===== src/rtl/u8est_pkg.sv =====
`timescale 1ns / 1ps
// ----------------------------------------------------------------------------
// u8est_pkg
// Shared types and codes for the UTF-8 / escape sequence tokenizer.
// ----------------------------------------------------------------------------
package u8est_pkg;

   localparam int unsigned MAX_SYMBOL_BYTES_DEFAULT = 127;
   localparam int unsigned COUNT_MAX                = 127;

   // bytes with a role in the grammar
   localparam logic [7:0] BYTE_ESC  = 8'h1B;
   localparam logic [7:0] BYTE_CSI  = 8'h5B;
   localparam logic [7:0] BYTE_OSC  = 8'h5D;
   localparam logic [7:0] BYTE_SEMI = 8'h3B;
   localparam logic [7:0] BYTE_DEL  = 8'h7F;
   localparam logic [7:0] BYTE_CUU  = 8'h41;

   // symbol kinds
   localparam logic [2:0] KIND_ASCII   = 3'd0;
   localparam logic [2:0] KIND_CONTROL = 3'd1;
   localparam logic [2:0] KIND_ESCAPE  = 3'd2;
   localparam logic [2:0] KIND_UTF8    = 3'd3;
   localparam logic [2:0] KIND_INVALID = 3'd4;

   // escape classes
   localparam logic [2:0] CLASS_NONE = 3'd0;
   localparam logic [2:0] CLASS_CSI  = 3'd1;
   localparam logic [2:0] CLASS_OSC  = 3'd2;
   localparam logic [2:0] CLASS_FE   = 3'd3;
   localparam logic [2:0] CLASS_FS   = 3'd4;
   localparam logic [2:0] CLASS_FP   = 3'd5;
   localparam logic [2:0] CLASS_NF   = 3'd6;

   // command codes
   localparam logic [5:0] CMD_NONE     = 6'd0;
   localparam logic [5:0] CMD_DEL      = 6'd33;
   localparam logic [5:0] CMD_CSI_BASE = 6'd34;  // A..H
   localparam logic [5:0] CMD_CSI_ED   = 6'd42;
   localparam logic [5:0] CMD_CSI_EL   = 6'd43;
   localparam logic [5:0] CMD_CSI_SU   = 6'd44;
   localparam logic [5:0] CMD_CSI_SD   = 6'd45;
   localparam logic [5:0] CMD_CSI_HVP  = 6'd46;
   localparam logic [5:0] CMD_CSI_SGR  = 6'd47;
   localparam logic [5:0] CMD_CSI_TILD = 6'd48;
   localparam logic [5:0] CMD_FE_SS2   = 6'd49;
   localparam logic [5:0] CMD_FE_SS3   = 6'd50;
   localparam logic [5:0] CMD_FE_DCS   = 6'd51;
   localparam logic [5:0] CMD_FE_ST    = 6'd52;
   localparam logic [5:0] CMD_FE_SOS   = 6'd53;
   localparam logic [5:0] CMD_FE_PM    = 6'd54;
   localparam logic [5:0] CMD_FE_APC   = 6'd55;

   typedef struct packed {
      logic [7:0] in_byte;
   } u8est_req_type;

   typedef struct packed {
      logic [2:0]  symbol_kind;
      logic        ended_in_error;
      logic [2:0]  escape_class;
      logic [5:0]  command_code;
      logic [6:0]  byte_count;
      logic [15:0] param_first;
      logic [15:0] param_second;
   } u8est_rsp_type;

   typedef struct packed {
      logic [2:0] kind;
      logic [2:0] esc_class;
      logic [5:0] command;
   } u8est_decode_type;

endpackage


===== src/rtl/u8est_stream_if.sv =====
`timescale 1ns / 1ps
// ----------------------------------------------------------------------------
// u8est_stream_if
// Valid/ready stream channel carrying one payload word per handshake.
// ----------------------------------------------------------------------------
interface u8est_stream_if #(
   parameter type payload_type = logic [7:0]
);
   logic        valid;
   logic        ready;
   payload_type payload;

   modport source (output valid, output payload, input ready);
   modport sink   (input valid, input payload, output ready);
endinterface


===== src/rtl/u8est_classify.sv =====
`timescale 1ns / 1ps
// ----------------------------------------------------------------------------
// u8est_classify
// Symbol decode: kind from the lead byte, escape class from the second byte,
// command code from the final byte (from the lead byte for control symbols).
// ----------------------------------------------------------------------------
module u8est_classify (
   input  logic [7:0]                  lead_byte,
   input  logic [7:0]                  second_byte,
   input  logic [7:0]                  last_byte,
   input  logic                        multi_byte,
   output u8est_pkg::u8est_decode_type decode
);
   import u8est_pkg::*;

   logic [2:0] kind;
   logic [2:0] byte_class;
   logic [2:0] esc_class;
   logic [5:0] csi_cmd;
   logic [5:0] fe_cmd;
   logic [5:0] command;

   always_comb begin
      unique case (lead_byte) inside
         [8'h20:8'h7E]:                           kind = KIND_ASCII;
         BYTE_ESC:                                kind = KIND_ESCAPE;
         [8'h00:8'h1A], [8'h1C:8'h1F], BYTE_DEL:  kind = KIND_CONTROL;
         [8'hC2:8'hF4]:                           kind = KIND_UTF8;
         default:                                 kind = KIND_INVALID;
      endcase
   end

   always_comb begin
      unique case (second_byte) inside
         BYTE_CSI:                              byte_class = CLASS_CSI;
         BYTE_OSC:                              byte_class = CLASS_OSC;
         [8'h40:8'h5A], 8'h5C, [8'h5E:8'h5F]:   byte_class = CLASS_FE;
         [8'h60:8'h7E]:                         byte_class = CLASS_FS;
         [8'h30:8'h3F]:                         byte_class = CLASS_FP;
         [8'h20:8'h2F]:                         byte_class = CLASS_NF;
         default:                               byte_class = CLASS_NONE;
      endcase
   end

   assign esc_class = (kind == KIND_ESCAPE && multi_byte) ? byte_class : CLASS_NONE;

   always_comb begin
      unique case (last_byte) inside
         [8'h41:8'h48]: csi_cmd = CMD_CSI_BASE + 6'(last_byte - BYTE_CUU);
         8'h4A:         csi_cmd = CMD_CSI_ED;
         8'h4B:         csi_cmd = CMD_CSI_EL;
         8'h53:         csi_cmd = CMD_CSI_SU;
         8'h54:         csi_cmd = CMD_CSI_SD;
         8'h66:         csi_cmd = CMD_CSI_HVP;
         8'h6D:         csi_cmd = CMD_CSI_SGR;
         8'h7E:         csi_cmd = CMD_CSI_TILD;
         default:       csi_cmd = CMD_NONE;
      endcase
   end

   always_comb begin
      unique case (last_byte)
         8'h4E:   fe_cmd = CMD_FE_SS2;
         8'h4F:   fe_cmd = CMD_FE_SS3;
         8'h50:   fe_cmd = CMD_FE_DCS;
         8'h5C:   fe_cmd = CMD_FE_ST;
         8'h58:   fe_cmd = CMD_FE_SOS;
         8'h5E:   fe_cmd = CMD_FE_PM;
         8'h5F:   fe_cmd = CMD_FE_APC;
         default: fe_cmd = CMD_NONE;
      endcase
   end

   always_comb begin
      command = CMD_NONE;
      if (kind == KIND_CONTROL) begin
         // C0 codes map to byte + 1, DEL has its own code
         command = (lead_byte == BYTE_DEL) ? CMD_DEL : 6'(lead_byte[4:0]) + 6'd1;
      end else if (esc_class == CLASS_CSI) begin
         command = csi_cmd;
      end else if (esc_class == CLASS_FE) begin
         command = fe_cmd;
      end
   end

   assign decode.kind      = kind;
   assign decode.esc_class = esc_class;
   assign decode.command   = command;

endmodule


===== src/rtl/utf8_escape_sequence_tokenizer_core.sv =====
`timescale 1ns / 1ps
// ----------------------------------------------------------------------------
// utf8_escape_sequence_tokenizer_core
// Splits a terminal byte stream into symbols (ASCII, control, UTF-8, escape
// sequences) and emits one descriptor word per finished symbol.
//
//   channel   dir  payload          word
//   req_chan  in   u8est_req_type   one raw stream byte
//   rsp_chan  out  u8est_rsp_type   one symbol descriptor
//
// One byte per clock. Each byte updates the parser state in the cycle it is
// taken; a byte that ends a symbol loads the descriptor into the output
// register, visible the next cycle. req_chan.ready is low only while a
// descriptor is held and rsp_chan.ready is low. Synchronous reset returns
// the parser to the start state and drops any held descriptor.
// ----------------------------------------------------------------------------
module utf8_escape_sequence_tokenizer_core #(
   parameter int unsigned MAX_SYMBOL_BYTES = u8est_pkg::MAX_SYMBOL_BYTES_DEFAULT
) (
   input  logic                  clock,
   input  logic                  reset,
   u8est_stream_if.sink          req_chan,
   u8est_stream_if.source        rsp_chan
);
   import u8est_pkg::*;

   localparam logic [6:0] COUNT_LIMIT =
      (MAX_SYMBOL_BYTES < COUNT_MAX) ? 7'(MAX_SYMBOL_BYTES) : 7'(COUNT_MAX);

   typedef enum logic [3:0] {
      ST_START     = 4'd0,
      ST_FSEQ      = 4'd1,
      ST_CSI       = 4'd2,
      ST_CSI_INTER = 4'd3,
      ST_NF        = 4'd4,
      ST_U2_1      = 4'd5,
      ST_U3_1      = 4'd6,
      ST_U3_2      = 4'd7,
      ST_U4_1      = 4'd8,
      ST_U4_2      = 4'd9,
      ST_U4_3      = 4'd10
   } state_type;

   state_type        state_ff, state_in, state_nx;
   logic [7:0]       lead_ff, lead_in;
   logic [7:0]       second_ff, second_in;
   logic [6:0]       count_ff, count_in, count_base;
   logic [1:0]       sep_ff, sep_in, sep_base;
   logic [15:0]      param_a_ff, param_a_in, param_a_base;
   logic [15:0]      param_b_ff, param_b_in, param_b_base;
   logic             rsp_valid_ff;
   u8est_rsp_type    rsp_payload_ff, rsp_payload_in;

   logic             accept;
   logic             at_start;
   logic [7:0]       in_byte;
   logic             is_digit;
   logic [3:0]       digit;
   logic             sym_end;
   logic             sym_err;
   logic             sym_done;
   u8est_decode_type decode;

   assign in_byte  = req_chan.payload.in_byte;
   assign req_chan.ready = !rsp_valid_ff || rsp_chan.ready;
   assign accept   = req_chan.valid && req_chan.ready;
   // unused state codes behave as the start state
   assign at_start = (state_ff == ST_START) || (state_ff > ST_U4_3);

   // digit accumulate: acc * 10 + d, saturating at 16 bits
   function automatic logic [15:0] acc_digit(input logic [15:0] acc, input logic [3:0] d);
      logic [19:0] wide;
      wide = {1'b0, acc, 3'b000} + {3'b000, acc, 1'b0} + {16'd0, d};
      acc_digit = (wide > 20'hFFFF) ? 16'hFFFF : wide[15:0];
   endfunction

   // per-symbol fields restart on the first byte
   always_comb begin
      lead_in      = at_start ? in_byte : lead_ff;
      second_in    = at_start ? 8'd0 : ((count_ff == 7'd1) ? in_byte : second_ff);
      count_base   = at_start ? 7'd0 : count_ff;
      sep_base     = at_start ? 2'd0 : sep_ff;
      param_a_base = at_start ? 16'd0 : param_a_ff;
      param_b_base = at_start ? 16'd0 : param_b_ff;
      count_in     = (count_base < COUNT_LIMIT) ? count_base + 7'd1 : count_base;
   end

   // parameter scan runs over every byte of every symbol
   assign is_digit = (in_byte >= 8'h30) && (in_byte <= 8'h39);
   assign digit    = in_byte[3:0];

   always_comb begin
      sep_in     = sep_base;
      param_a_in = param_a_base;
      param_b_in = param_b_base;
      if (in_byte == BYTE_SEMI) begin
         if (sep_base != 2'd2) sep_in = sep_base + 2'd1;
      end else if (is_digit) begin
         if (sep_base == 2'd0)      param_a_in = acc_digit(param_a_base, digit);
         else if (sep_base == 2'd1) param_b_in = acc_digit(param_b_base, digit);
      end
   end

   // grammar
   always_comb begin
      state_nx = ST_START;
      sym_end  = 1'b0;
      sym_err  = 1'b0;
      unique case (state_ff)
         ST_FSEQ: begin
            if (in_byte < 8'h20 || in_byte >= BYTE_DEL || in_byte == BYTE_OSC) sym_err = 1'b1;
            else if (in_byte == BYTE_CSI) state_nx = ST_CSI;
            else if (in_byte <= 8'h2F)   state_nx = ST_NF;
            else                         sym_end  = 1'b1;
         end
         ST_CSI: begin
            case (in_byte) inside
               [8'h40:8'h7E]: sym_end  = 1'b1;
               [8'h30:8'h3F]: state_nx = ST_CSI;
               [8'h20:8'h2F]: state_nx = ST_CSI_INTER;
               default:       sym_err  = 1'b1;
            endcase
         end
         ST_CSI_INTER: begin
            case (in_byte) inside
               [8'h40:8'h7E]: sym_end  = 1'b1;
               [8'h20:8'h2F]: state_nx = ST_CSI_INTER;
               default:       sym_err  = 1'b1;
            endcase
         end
         ST_NF: begin
            case (in_byte) inside
               [8'h20:8'h2F]: state_nx = ST_NF;
               [8'h30:8'h7E]: sym_end  = 1'b1;
               default:       sym_err  = 1'b1;
            endcase
         end
         ST_U2_1, ST_U3_2, ST_U4_3: begin
            if (in_byte[7:6] == 2'b10) sym_end = 1'b1;
            else                       sym_err = 1'b1;
         end
         ST_U3_1: begin
            if (in_byte[7:6] == 2'b10) state_nx = ST_U3_2;
            else                       sym_err  = 1'b1;
         end
         ST_U4_1: begin
            if (in_byte[7:6] == 2'b10) state_nx = ST_U4_2;
            else                       sym_err  = 1'b1;
         end
         ST_U4_2: begin
            if (in_byte[7:6] == 2'b10) state_nx = ST_U4_3;
            else                       sym_err  = 1'b1;
         end
         default: begin
            case (in_byte) inside
               BYTE_ESC:      state_nx = ST_FSEQ;
               [8'h00:8'h7F]: sym_end  = 1'b1;
               [8'hC2:8'hDF]: state_nx = ST_U2_1;
               [8'hE0:8'hEF]: state_nx = ST_U3_1;
               [8'hF0:8'hF4]: state_nx = ST_U4_1;
               default:       sym_err  = 1'b1;
            endcase
         end
      endcase
   end

   assign sym_done = sym_end || sym_err;
   assign state_in = sym_done ? ST_START : state_nx;

   u8est_classify u_classify (
      .lead_byte   (lead_in),
      .second_byte (second_in),
      .last_byte   (in_byte),
      .multi_byte  (!at_start),
      .decode      (decode)
   );

   always_comb begin
      rsp_payload_in.symbol_kind    = decode.kind;
      rsp_payload_in.ended_in_error = sym_err;
      rsp_payload_in.escape_class   = decode.esc_class;
      rsp_payload_in.command_code   = decode.command;
      rsp_payload_in.byte_count     = count_in;
      rsp_payload_in.param_first    = param_a_in;
      rsp_payload_in.param_second   = param_b_in;
   end

   always_ff @(posedge clock) begin
      if (reset) begin
         state_ff     <= ST_START;
         rsp_valid_ff <= 1'b0;
      end else begin
         if (accept) begin
            state_ff   <= state_in;
            lead_ff    <= lead_in;
            second_ff  <= second_in;
            count_ff   <= count_in;
            sep_ff     <= sep_in;
            param_a_ff <= param_a_in;
            param_b_ff <= param_b_in;
         end
         if (accept && sym_done) begin
            rsp_valid_ff   <= 1'b1;
            rsp_payload_ff <= rsp_payload_in;
         end else if (rsp_chan.ready) begin
            rsp_valid_ff <= 1'b0;
         end
      end
   end

   assign rsp_chan.valid   = rsp_valid_ff;
   assign rsp_chan.payload = rsp_payload_ff;

   a_reset_to_start: assert property (@(posedge clock)
      reset |=> (state_ff == ST_START && !rsp_valid_ff))
      else $error("parser not idle after reset");

   a_end_gives_word: assert property (@(posedge clock) disable iff (reset)
      (accept && sym_done) |=> (rsp_valid_ff && rsp_payload_ff.byte_count != 7'd0))
      else $error("finished symbol produced no descriptor");

   a_class_needs_escape: assert property (@(posedge clock) disable iff (reset)
      (rsp_valid_ff && rsp_payload_ff.escape_class != CLASS_NONE)
         |-> (rsp_payload_ff.symbol_kind == KIND_ESCAPE))
      else $error("escape class on a non-escape symbol");

   a_command_kind: assert property (@(posedge clock) disable iff (reset)
      (rsp_valid_ff && rsp_payload_ff.command_code != CMD_NONE)
         |-> (rsp_payload_ff.symbol_kind == KIND_CONTROL
              || rsp_payload_ff.symbol_kind == KIND_ESCAPE))
      else $error("command code on a symbol kind that has none");

   a_mid_symbol_quiet: assert property (@(posedge clock) disable iff (reset)
      (accept && !sym_done && !rsp_valid_ff) |=> !rsp_valid_ff)
      else $error("descriptor appeared in the middle of a symbol");

endmodule


===== src/flat_wrapper.sv =====
// flat-port wrapper written by rule: the top's interface ports become plain ports
module utf8_escape_sequence_tokenizer_core_flat import u8est_pkg::*;
#(
   parameter int unsigned MAX_SYMBOL_BYTES = u8est_pkg::MAX_SYMBOL_BYTES_DEFAULT
)
  (clock, reset, req_chan_valid, req_chan_payload, req_chan_ready, rsp_chan_valid, rsp_chan_payload, rsp_chan_ready);
  u8est_stream_if #(.payload_type(u8est_req_type)) req_chan_i ();
  u8est_stream_if #(.payload_type(u8est_rsp_type)) rsp_chan_i ();
  input  logic clock;
  input  logic reset;
  input wire logic [$bits(req_chan_i.valid)-1:0] req_chan_valid;
  input wire logic [$bits(req_chan_i.payload)-1:0] req_chan_payload;
  output wire logic [$bits(req_chan_i.ready)-1:0] req_chan_ready;
  output wire logic [$bits(rsp_chan_i.valid)-1:0] rsp_chan_valid;
  output wire logic [$bits(rsp_chan_i.payload)-1:0] rsp_chan_payload;
  input wire logic [$bits(rsp_chan_i.ready)-1:0] rsp_chan_ready;
  assign req_chan_i.valid = req_chan_valid;
  assign req_chan_i.payload = req_chan_payload;
  assign req_chan_ready = req_chan_i.ready;
  assign rsp_chan_valid = rsp_chan_i.valid;
  assign rsp_chan_payload = rsp_chan_i.payload;
  assign rsp_chan_i.ready = rsp_chan_ready;
  utf8_escape_sequence_tokenizer_core #(.MAX_SYMBOL_BYTES(MAX_SYMBOL_BYTES)) u_core (.clock(clock), .reset(reset), .req_chan(req_chan_i), .rsp_chan(rsp_chan_i));
endmodule

===== config.mk =====
export PLATFORM = sky130hd
export DESIGN_NAME = utf8_escape_sequence_tokenizer_core_flat
export DESIGN_NICKNAME = d
export VERILOG_FILES = /design/src/rtl/u8est_pkg.sv /design/src/rtl/u8est_stream_if.sv /design/src/rtl/u8est_classify.sv /design/src/rtl/utf8_escape_sequence_tokenizer_core.sv /design/src/flat_wrapper.sv
export SDC_FILE = /design/constraint.sdc
export NUM_CORES = 1
export LEC_CHECK = 0
export BUFFER_PORTS_ARGS = -buffer_cell sky130_fd_sc_hd__buf_2
export CAP_MARGIN = 25
export CORE_UTILIZATION = 65
export CTS_CLUSTER_SIZE = 16
export DETAILED_ROUTE_END_ITERATION = 6
export PLACE_DENSITY = 0.87
export SLEW_MARGIN = 10
export SYNTH_ARGS = -nofsm -noshare
export SYNTH_HDL_FRONTEND = slang
export SYNTH_SLANG_ARGS = --single-unit
export TNS_END_PERCENT = 30

===== constraint.sdc =====
create_clock -name clock -period 16.3 [get_ports clock]
set_input_delay 3.26 -clock clock [delete_from_list [all_inputs] [get_ports clock]]
set_output_delay 3.26 -clock clock [all_outputs]
set_load 0.1 [all_outputs]

# Word level (Yosys, flattened, before mapping)
# Index checks and enable logic that the tools add are counted.
[totals]
ff_bits = 114
input_bits = 12
output_inout_bits = 54
word_cells = 219
[classes]
add_sub_neg = 9
order_cmp = 41
n_eq_ne = 41
n_mux = 72
bitwise_logic = 1
n_reduce_logical = 40
[ops]
columns = ["operator", "count"]
rows = [
  ["2-to-1 mux 16 bit", 11],
  ["== test 8 x 7 -> 1 bit, second input constant", 20],
  ["less-or-equal comparator 8 x 7 -> 1 bit, second input constant", 7],
  ["2-to-1 mux 4 bit", 13],
  ["greater-or-equal comparator 8 x 7 -> 1 bit, second input constant", 6],
  ["case mux 6 bit (8 select lines)", 1],
  ["case mux 6 bit (7 select lines)", 1],
  ["adder 19 x 17 -> 20 bit", 2],
  ["adder 20 x 4 -> 20 bit", 2],
  ["greater-or-equal comparator 8 x 6 -> 1 bit, second input constant", 5],
  ["> comparator 20 x 16 -> 1 bit, second input constant", 2],
  ["less-or-equal comparator 8 x 6 -> 1 bit, second input constant", 5],
  ["greater-or-equal comparator 8 bit, second input constant", 4],
  ["less-or-equal comparator 8 bit, second input constant", 4],
  ["case mux 4 bit (8 select lines)", 1],
  ["2-to-1 mux 1 bit", 24],
  ["2-to-1 mux 6 bit", 4],
  ["2-to-1 mux 8 bit", 3],
  ["logical AND 1 bit", 22],
  ["case mux 3 bit (6 select lines)", 1],
  ["== test 4 x 3 -> 1 bit, second input constant", 4],
  ["== test 8 x 5 -> 1 bit, second input constant", 2],
  ["greater-or-equal comparator 8 x 1 -> 1 bit, second input constant", 2],
  ["less-or-equal comparator 8 x 5 -> 1 bit, second input constant", 2],
  ["other kinds (34)", 56],
]

# Longest topological paths before layout
[depth]
word_depth = 14
ltp_mapped = 20
mapped_depth_nobuf = 15

# Modules after synthesis
# Synthesis repeated with hierarchy kept, for this count alone.
[hier_totals]
hier_cells = 824
area_unflattened_um2 = 8146.6
[by_module_without_submodules]
columns = ["module", "n_inst", "cells_per_inst", "area_per_inst_um2", "seq_area_each_um2"]
rows = [
  ["utf8_escape_sequence_tokenizer_core", 1, 677, 7158.1, 3373.2],
  ["u8est_classify", 1, 147, 988.4, 0.0],
]

# Least setup slack after synthesis
# OpenSTA, ideal clock, no wires.
[synth_timing]
path_type = "in2reg"
from = "input port req_chan_payload[1]"
to = "register u_core.rsp_payload_ff (netlist bit u_core.rsp_chan.payload[0]), enable pin"
setup_ns = 0.526
arrival_ns = 8.572
required_ns = 15.774
path_slack_ns = 7.201
stages = 9
path_buffers = 0
cell_sequence = "clkinv_1 > ha_1 > nand3_1 > o32ai_1 > or4b_2 > a221oi_1 > nor4b_1 > o21a_1 > nor3_1"
[synth_between]
elab_chain_cells = 11
elab_cells_between_ends = 54
classes_between = "order compare: 16; eq/ne: 3; mux: 22; reduce/logical: 13"
[synth_lines]
columns = ["item", "line_no", "text"]
rows = [
  ["from (decl)", "flat_wrapper.sv:12", "input wire logic [$bits(req_chan_i.payload)-1:0] req_chan_payload;"],
  ["greater-or-equal comparator 8 bit (no line) or less-or-equal comparator 8 bit (tied branches)", "n/a", ""],
  ["logical AND 1 bit (no line)", "n/a", ""],
  ["2-to-1 mux 1 bit (5 in series)", "utf8_escape_sequence_tokenizer_core.sv:155", "case (in_byte) inside"],
  ["case mux 1 bit (5 select lines)", "utf8_escape_sequence_tokenizer_core.sv:109", "unique case (state_ff)"],
  ["logical OR 1 bit (*)", "utf8_escape_sequence_tokenizer_core.sv:167", "assign sym_done = sym_end || sym_err;"],
  ["logical AND 1 bit (*)", "utf8_escape_sequence_tokenizer_core.sv:202", "if (accept && sym_done) begin"],
  ["AND reduction 2 bit (no line) (*)", "n/a", ""],
  ["to (signal assigned)", "utf8_escape_sequence_tokenizer_core.sv:204", "rsp_payload_ff <= rsp_payload_in;"],
  ["to (decl)", "utf8_escape_sequence_tokenizer_core.sv:52", "u8est_rsp_type rsp_payload_ff, rsp_payload_in;"],
]
# Mark *: on every way between the ends. The rest lies on a longest branch, timed or not.
# A chain may end at the register's enable or synchronous reset.

# Worst setup path after layout
[layout_timing]
from = "input port rsp_chan_ready"
to = "output port req_chan_ready"
[layout_between]
elab_chain_cells = 1
[layout_lines]
columns = ["item", "line_no", "text"]
rows = [
  ["from (decl)", "flat_wrapper.sv:16", "input wire logic [$bits(rsp_chan_i.ready)-1:0] rsp_chan_ready;"],
  ["logical OR 1 bit", "utf8_escape_sequence_tokenizer_core.sv:65", "assign req_chan.ready = !rsp_valid_ff || rsp_chan.ready;"],
  ["to (decl)", "flat_wrapper.sv:13", "output wire logic [$bits(req_chan_i.ready)-1:0] req_chan_ready;"],
]
# No other way between the ends.

==> summary.md <==
| Metric | Value |
|---|---|
| Status | `finished, final reports clean` |
| Yosys cell types | `82` |
| DRC | `0` |
| First-pass GRT wire length | `32.8 mm` |
| CTS tree | `done` |
| Hold_sp | `u_core.rsp_chan.valid` |
| Gate Count Post-Synth | `835` |
| Resized cells post-CTS | `0` |
| Final Slew Violations | `0` |
| Layout fillers | `840` |
| Num rows | `40` |
| Die Area | `roughly 13,000 µm²` |
| Sink Count | `114` |
| Setup TNS | `0 ps` |
| Hold path depth | `2` |
| Worst path required time | `13,040 ps` |
| Detail Placement HPWL | `13.8 mm` |
| Top FF cell, synth | `edfxtp_1` |
| R2r startpoint | `u_core.state_ff[3]` |
| Fin crit period | `7210 ps` |
| CP cell instances | `buf_2 > nand2b_1 > buf_2` |
| Layout cells sized above 1 | `14.4%` |
| Crit share post-route | `44.2%` |
| Crit-path most repeated cell | `buf_2` |
| R2r endpoint | `u_core.rsp_chan.payload[29]` |
| CTS clk-pin slew, worst paths | `50 ps` |
| Initial Util | `67.7%` |
| CP arrival | `3950 ps` |
| DR iter-0 viols | `between 900 and 1,000` |
| CP max stage delay | `450 ps` |
| Clk root buf | `clkbuf_16` |
| # IOs | `66` |
| Synth Area per Inst | `9.90 µm²` |
| Worst vdd ir | `87.0 µV` |
| N_diodes | `0` |
| Syn-to-layout area delta | `12.2%` |
| Vias in the first global route | `6,854` |
| R2R cell count | `16` |
| Fmax | `around 0.14 GHz` |
| Number of enable flip-flop cells after synthesis | `109` |
| Startpoint types | `primary input` |
| PD cells | `110 nW/µm²` |
| Final Setup Violations | `0` |
| Yosys Warn Count | `0` |
| Layout Skew | `10.2 ps` |
| Routed vias | `7,145` |
| Max-cap viol count | `0` |
| CTS max path bufs | `2` |
| H-tree Lvls | `4` |
| Worst-skew pair later-pin latency | `approximately 430 ps` |
| CTS Hold Bufs | `0` |
| Setup bufs post-CTS | `0` |
| Crit path buf inv count | `2` |
| Crit path max-delay family | `buffers and inverters` |
| RSZ-0062 raised after global routing | `no` |
| Fin. Hold Viols | `0` |
| Final #Nets | `972` |
| Die Height | `115 µm` |
| FF-to-FF setup slack | `10,420 ps` |
| Final worst slack | `9090 ps` |
| Vias/cell | `6.70` |
| Dpl ws | `9100 ps` |
| Largest net degree at the start of global routing | `58` |
| Die width | `115 µm` |
| All-Layer GR Usage | `32.2%` |
| Core area | `12,200 µm²` |
| Port Buffers | `65` |
| Relative slew slack | `28.2%` |
| Worst hold endpoint | `u_core.rsp_chan.valid` |
| WS Path Type | `primary input to output port` |
| Worst Path Max Fanout | `4` |
| Grt total ovfl | `0` |
| WP depth | `3` |
| Antenna violations before repair | `0` |
| Total CTS buffers | `17` |
| Synth Cell Area | `between 8000 and 9000 µm²` |
| Antenna viol nets, final | `0` |
| Syn nets | `922` |
| Share of flip-flops with an asynchronous set or reset | `0%` |
| Register area share after synthesis | `40.8%` |
| Static Leak | `3.68 nW` |
| Routed len/inst | `19.2 µm` |
| Critical Path End Type | `output port` |
| Global placer's final weighted congestion | `between 0.9 and 1` |
| Post-synthesis register bit count | `114` |
| WHS | `approximately 570 ps` |
| Worst slew pin tran | `1080 ps` |
| Critical path's slowest cell | `buf_2` |
| Final WL | `20.5 mm` |
| TritonRoute pass-1 iters | `6` |
| Hold WC Path Type | `register to register` |
worst min-delay path: stages (launching register included):
cell and delay [ps]:
dfxtp_1 310, nand2b_1 140, a21oi_1 80
report_power, final:
| part | internal (W) | total [W] | switching, W |
|---|---|---|---|
| registers | 0.000352 | 0.000364 | 0.0000113 |
| clock network | 0.000237 | 0.000371 | 0.000133 |
| logic | 0.0000787 | 0.000283 | 0.000204 |
routing by layer:
metal,routed length (µm),global-route usage (%)
met1,8180,39.6
met2,9710,53.4
met3,1800,6.48
met4,811,18.0
met5,0,0
how the worst max path moves through the flow:
stage	start	endpoint	slack [ps]
final	rsp_chan_ready	req_chan_ready	9090
after global routing	rsp_chan_ready	req_chan_ready	9070
after CTS	rsp_chan_ready	req_chan_ready	9100
after detailed placement	rsp_chan_ready	req_chan_ready	9100
after global placement	rsp_chan_ready	req_chan_ready	9130
after floorplan	req_chan_payload[1]	u_core.rsp_chan.payload[0]	7200
cells in the final DEF, fill, tap and decap left out, types with 5 or more instances in the layout:
cell type	count
edfxtp_1	109
ha_1	72
nor2_1	65
buf_2	65
nand2_1	54
a21oi_1	52
o21ai_0	42
and2_1	35
inv_1	30
nor3_1	24
a31oi_1	24
nand3_1	20
nand2b_1	19
clkbuf_16	17
xor2_1	16
xnor2_1	15
a2bb2oi_1	14
o32ai_1	11
nor2b_1	11
nand4_1	9
a211oi_1	9
o211ai_1	8
and3_1	7
mux2i_1	7
nor4_1	7
nor3b_1	7
a21o_1	7
clkinv_1	6
o211a_1	6
buf_4	6
o21a_1	5
or3_1	5
nor3_2	5
dfxtp_1	5
per-stage QoR:
step           utilization [%]  total power (W)  instances  cell area (µm²)
2_1_floorplan                -         0.000590        835             8270
3_3_place_gp              71.1         0.000633       1033             8690
3_5_place_dp              71.2         0.000645       1034             8700
4_1_cts                   76.0          0.00101       1066             9280
5_1_grt                   76.0          0.00105       1066             9280
6_report                  76.0          0.00102       1066             9280
synth_stat cells, types with 4 or more instances:
master / number / area (µm²)
edfxtp_1: 109 / 3270
ha_1: 72 / 901
nor2_1: 66 / 248
nand2_1: 54 / 203
a21oi_1: 52 / 260
o21ai_0: 42 / 210
and2_1: 35 / 219
inv_1: 30 / 113
clkbuf_1: 26 / 97.6
nor3_1: 25 / 125
a31oi_1: 24 / 150
nand3_1: 20 / 100
nand2b_1: 19 / 119
xor2_1: 16 / 140
xnor2_1: 15 / 131
a2bb2oi_1: 14 / 123
nor2b_1: 11 / 68.8
o32ai_1: 11 / 96.3
a211oi_1: 9 / 67.6
nand4_1: 9 / 56.3
buf_2: 8 / 40.0
nor3b_1: 8 / 60.1
o211ai_1: 8 / 60.1
a21o_1: 7 / 52.6
and3_1: 7 / 43.8
mux2i_1: 7 / 70.1
nor4_1: 7 / 43.8
o211a_1: 6 / 60.1
buf_1: 5 / 18.8
dfxtp_1: 5 / 100
o21a_1: 5 / 37.5
or3_1: 5 / 31.3
a21boi_0: 4 / 30.0
a32o_1: 4 / 40.0
and4_1: 4 / 35.0
nand3b_1: 4 / 30.0
nor3_2: 4 / 40.0
o21bai_1: 4 / 30.0
o22ai_1: 4 / 25.0
kinds of logic after synthesis:
| group | Yosys count | synth area share (%) |
|---|---|---|
| buffers and inverters | 74 | 3.66 |
| AO/OA/AOI/OAI | 237 | 20.4 |
| XOR/XNOR | 31 | 3.28 |
| AND/OR/NAND/NOR | 296 | 19.2 |
| adder cells (fa/ha/maj) | 75 | 11.6 |
| flip-flops | 114 | 40.8 |
| multiplexers | 8 | 0.984 |
state kept, by name, summed over array words and instances, names as in the netlist:
signal	count
u_core.lead_ff	8
u_core.count_ff	7
u_core.rsp_chan.valid	1
u_core.param_a_ff	16
u_core.second_ff	8
u_core.rsp_chan.payload	52
u_core.state_ff	4
u_core.param_b_ff	16
u_core.sep_ff	2
layout make-up:
cell class	instances	area [µm²]	share of cell area (%)
clock buffers	20	437	4.71
clock inverters	12	140	1.51
repair buffers	72	382	4.11
multi-input cells	647	4610	49.7
flip-flops and latches	114	3370	36.4
well taps	168	210	2.27
inverters	33	124	1.34
Note: power is estimated with default switching activity, not from simulation.
